### src/rtl/dtt_pkg.sv
// Shared types and constants for the deadline timer table.
`timescale 1ns / 1ps
package dtt_pkg;

	localparam int TIMER_SLOTS = 16;
	localparam int SLOT_W = $clog2(TIMER_SLOTS);
	localparam logic [31:0] ROLLBACK_RESET = 32'd3600000;
	localparam logic [1:0] REG_THRESHOLD = 2'd0;

	typedef logic [SLOT_W-1:0] slot_t;
	typedef logic [TIMER_SLOTS-1:0] mask_t;

	typedef enum logic [2:0] {
		FN_ADD     = 3'd0,
		FN_CANCEL  = 3'd1,
		FN_REFRESH = 3'd2,
		FN_RESET   = 3'd3,
		FN_QUERY   = 3'd4,
		FN_EXPIRE  = 3'd5
	} func_t;

	typedef struct packed {
		logic clr;
		logic step;
	} scan_ctl_t;

endpackage

### src/rtl/dtt_scan.sv
// Earliest-deadline scanner: one 64-bit compare per slot per cycle.
`timescale 1ns / 1ps
module dtt_scan (
	input  logic              clk,
	input  logic              arst_n,
	input  dtt_pkg::scan_ctl_t ctl,
	input  logic              sel_bit,
	input  dtt_pkg::slot_t    idx,
	input  logic [63:0]       dl_in,
	output logic              have,
	output dtt_pkg::slot_t    best_idx,
	output logic [63:0]       best_dl
);
	import dtt_pkg::*;

	logic  have_q;
	slot_t best_idx_q;
	logic [63:0] best_dl_q;

	always_ff @(posedge clk or negedge arst_n) begin
		if (!arst_n) begin
			have_q <= 1'b0;
		end else if (ctl.clr) begin
			have_q <= 1'b0;
		end else if (ctl.step && sel_bit && (!have_q || dl_in < best_dl_q)) begin
			have_q <= 1'b1;
		end
	end

	always_ff @(posedge clk) begin
		if (!ctl.clr && ctl.step && sel_bit && (!have_q || dl_in < best_dl_q)) begin
			best_idx_q <= idx;
			best_dl_q  <= dl_in;
		end
	end

	assign have     = have_q;
	assign best_idx = best_idx_q;
	assign best_dl  = best_dl_q;

endmodule
### config.mk
export PLATFORM = sky130hd
export DESIGN_NAME = dtt_scan
export DESIGN_NICKNAME = d
export VERILOG_FILES = /design/src/rtl/dtt_pkg.sv /design/src/rtl/dtt_scan.sv
export SDC_FILE = /design/constraint.sdc
export NUM_CORES = 1
export LEC_CHECK = 0
export BUFFER_PORTS_ARGS = -buffer_cell sky130_fd_sc_hd__buf_2
export CAP_MARGIN = 10
export CORE_UTILIZATION = 53
export DETAILED_ROUTE_END_ITERATION = 10
export GPL_TIMING_DRIVEN = 0
export PLACE_DENSITY = 0.86
export SYNTH_ARGS = -nofsm -noshare
export SYNTH_HDL_FRONTEND = slang
export SYNTH_SLANG_ARGS = --single-unit
### constraint.sdc
create_clock -name clk -period 14.2 [get_ports clk]
set_input_delay 2.84 -clock clk [delete_from_list [all_inputs] [get_ports clk]]
set_output_delay 2.84 -clock clk [all_outputs]
set_load 0.01 [all_outputs]
==> metrics.yaml <==
synth:
  syn-instance-count: 288
  synth.distinct_cells: 33
  syn-num-nets: 424
  syn-mean-instance-area_um2: 12.8
  yosysTopAreaCell: "edfxtp_1"
  synth_area_mm2: 0.00369
  yosys_warnings: 0
  synth-seq-area-share_pct: 56.0
  synth_top_area_share_pct: 55.3
  ys_ff_latch: 69
  synthTopCellsByArea: "edfxtp_1, ha_1, inv_1, a21oi_1, nand4_1"
global_routing:
  grt_pass1_wl_um: 12800
  grt_max_degree: 21
  track_usage_pct: 22.9
  antenna_found_initial: 0
  grt_pass1_vias: 2904
  grt_overflow_total: 0
sta:
  slew_headroom_pct: 37.7
  worstMarginPinSlew_ns: 0.931
  period_share_pct: 38.6
  rsz0062_at_grt: "false"
  slew_violations: 0
  fin_skew_ns: 0.0107
  period_minus_slack_ns: 5.48
  hold_viol: 0
  setup_tns_ns: 0
  setup_viol: 0
  max_freq_mhz: 183
floorplanning:
  dieArea_mm2: 0.00730
  die_h_um: 85.5
  core_area_mm2: 0.00676
  num_rows: 30
  initial_core_util_pct: 54.6
  dieWidth_um: 85.5
  num_io_pins: 142
placed_design:
  place_area_mm2: 0.00457
  port_buffers: 141
  dp_hpwl_um: 6400
  gp_congestion: 0.829
critical_path:
  critical_path.cell_chain: "buf_2 > ha_1 > a2111oi_2 > o21ai_1 > nor4_1 > a21oi_1 > nor3_4 > buf_16 > buf_16"
  worstPathRequired_ns: 14.25
  cpPeakStageDelay_ns: 0.80
  crit_family: "simple AND/OR/NAND/NOR gates"
  cpMostUsedCell: "buf_16"
  critPathKind: "in -> reg"
  startpoint: "dl_in[63]"
  critPathCaptureType: "flop"
  cp_max_fo: 20
  startpoint_type: "input port"
  r2r_start: "best_dl[63]"
  cp_slowest_cell: "nor3_4"
  worst-path-buf-inv: 3
  arrival_ns: 5.53
drt:
  vias: 2781
  routed_via_density: 5.27
  drt_iter0_markers: 85
  drc: 0
  routedWlPerCell_um: 15.1
  ant_nets: 0
  dr.pass1.iters: 4
  drt-total-wl_um: 7950
status:
  status: "complete, no violations"
cells_and_area:
  diodes: 0
  drive_gt1_share_pct: 37.1
  areaGrowthSynthToFinish_pct: 29.7
  fillers: 525
  fin_area_mm2: 0.00479
  mostFrequentLayoutCells: "buf_2, edfxtp_1, inv_1, ha_1, a21oi_1"
  layout_commonest_cell: "buf_2"
  layout.nets: 579
run:
  cap_violations: 0
pwr:
  leakage_nw: 2.37
  ir_worst_vdd_mv: 0.0675
  p_per_area_mw_per_mm2: 101
clocking:
  ctsResizeCount: 0
  root_buffer: "clkbuf_8"
  clock_path_buffers: 2
  clk-insertion-delay-late_ns: 0.34
  cts_hold_buffers: 0
  path_clk_slew_ns: 0.07
  post_cts_buffers: 0
  h-tree-depth: 3
  cts_buffers: 9
  clkSinkCount: 69
  cts_tree: "built"
min_path:
  min_from: "have"
  hold_path.class: "reg -> reg"
## metrics by stage
stage | utilization [%] | power [mW] | hold slack (ns) | std cells | setup slack (ns)
after floorplan | - | 0.282 | 0.543 | 288 | 7.09
after global placement | 66.6 | 0.310 | 0.508 | 509 | 5.67
after detailed placement | 67.7 | 0.316 | 0.522 | 512 | 8.32
after CTS | 70.9 | 0.489 | 0.540 | 528 | 8.68
after global routing | 70.9 | 0.506 | 0.588 | 528 | 8.53
final | 70.9 | 0.486 | 0.537 | 528 | 8.72
## worst paths after layout
kind                          endpoint  depth (start not counted)  slack, ns
setup / recovery           best_dl[26]                          9       8.72
hold / removal                    have                          2       0.54
setup reg to reg           best_dl[26]                          9      10.96
hold reg to reg                   have                          2       0.54
max in group asynchronous         have                          1      11.86
min in group asynchronous         have                          1       2.26
## worst reg2reg max path: cells and delay by family (launching register included)
kind / cells / cell delay, ns
simple gates: 2 / 1.14
buf+inv: 3 / 0.50
flops: 1 / 0.39
compound gates: 3 / 0.66
fa+ha+maj: 1 / 0.26
## routing by layer
| metal | global-route usage, % | share of wire, % |
|---|---|---|
| met3 | 4.77 | 6.0 |
| met5 | 0 | 0 |
| met1 | 27.1 | 42 |
| met4 | 9.70 | 2.3 |
| met2 | 40.2 | 49 |
## synth_stat cells
library cell   n
ha_1          63
a21oi_1       21
nand4_1       15
o21bai_2       1
o31ai_1        1
o41ai_1        1
a221o_1        1
edfxtp_1      68
nor2_1         4
dfrtp_1        1
o21ai_0        2
a211oi_2       1
o41ai_2        1
a2111oi_0      1
inv_1         63
a221oi_1       1
and2_1         1
nor3_2         1
o21a_2         1
nor3b_1        1
a211oi_1       3
a21o_2         1
o21ai_1        1
nor4_1         2
o21a_1         2
or4_1          1
a2111oi_2      1
nor3_1         1
nand3_1        7
a21boi_0       2
nand2_1        5
a21o_1        12
and4_1         1
## where the power goes
group	internal [mW]	switching (mW)
clock	0.0980	0.0764
sequential	0.236	0.00433
combinational	0.0324	0.0388
total	0.366	0.120
## flip-flops by register name (all words and copies together) (netlist names)
register,count
best_dl,64
best_idx,4
have,1
## layout make-up
type,instances,area (um2),share of cell area (%)
Clock inverter,7,90.1,1.88
Timing Repair Buffer,144,776,16.2
Tap cell,80,100,2.09
Sequential cell,69,2070,43.2
Clock buffer,9,124,2.59
Inverter,63,236,4.94
Multi-Input combinational cell,156,1390,29.1
## cell families (layout without fill, tap and decap cells)
kind of cell | count (synthesis) | in the layout | synth area share, %
buffers and inverters | 63 | 223 | 6.41
adders and majority gates | 63 | 63 | 21.4
and+or+nand+nor | 39 | 39 | 5.97
AOI/OAI and AO/OA | 54 | 54 | 10.3
DFF | 69 | 69 | 56.0
Power figures use the tool's default switching activity.
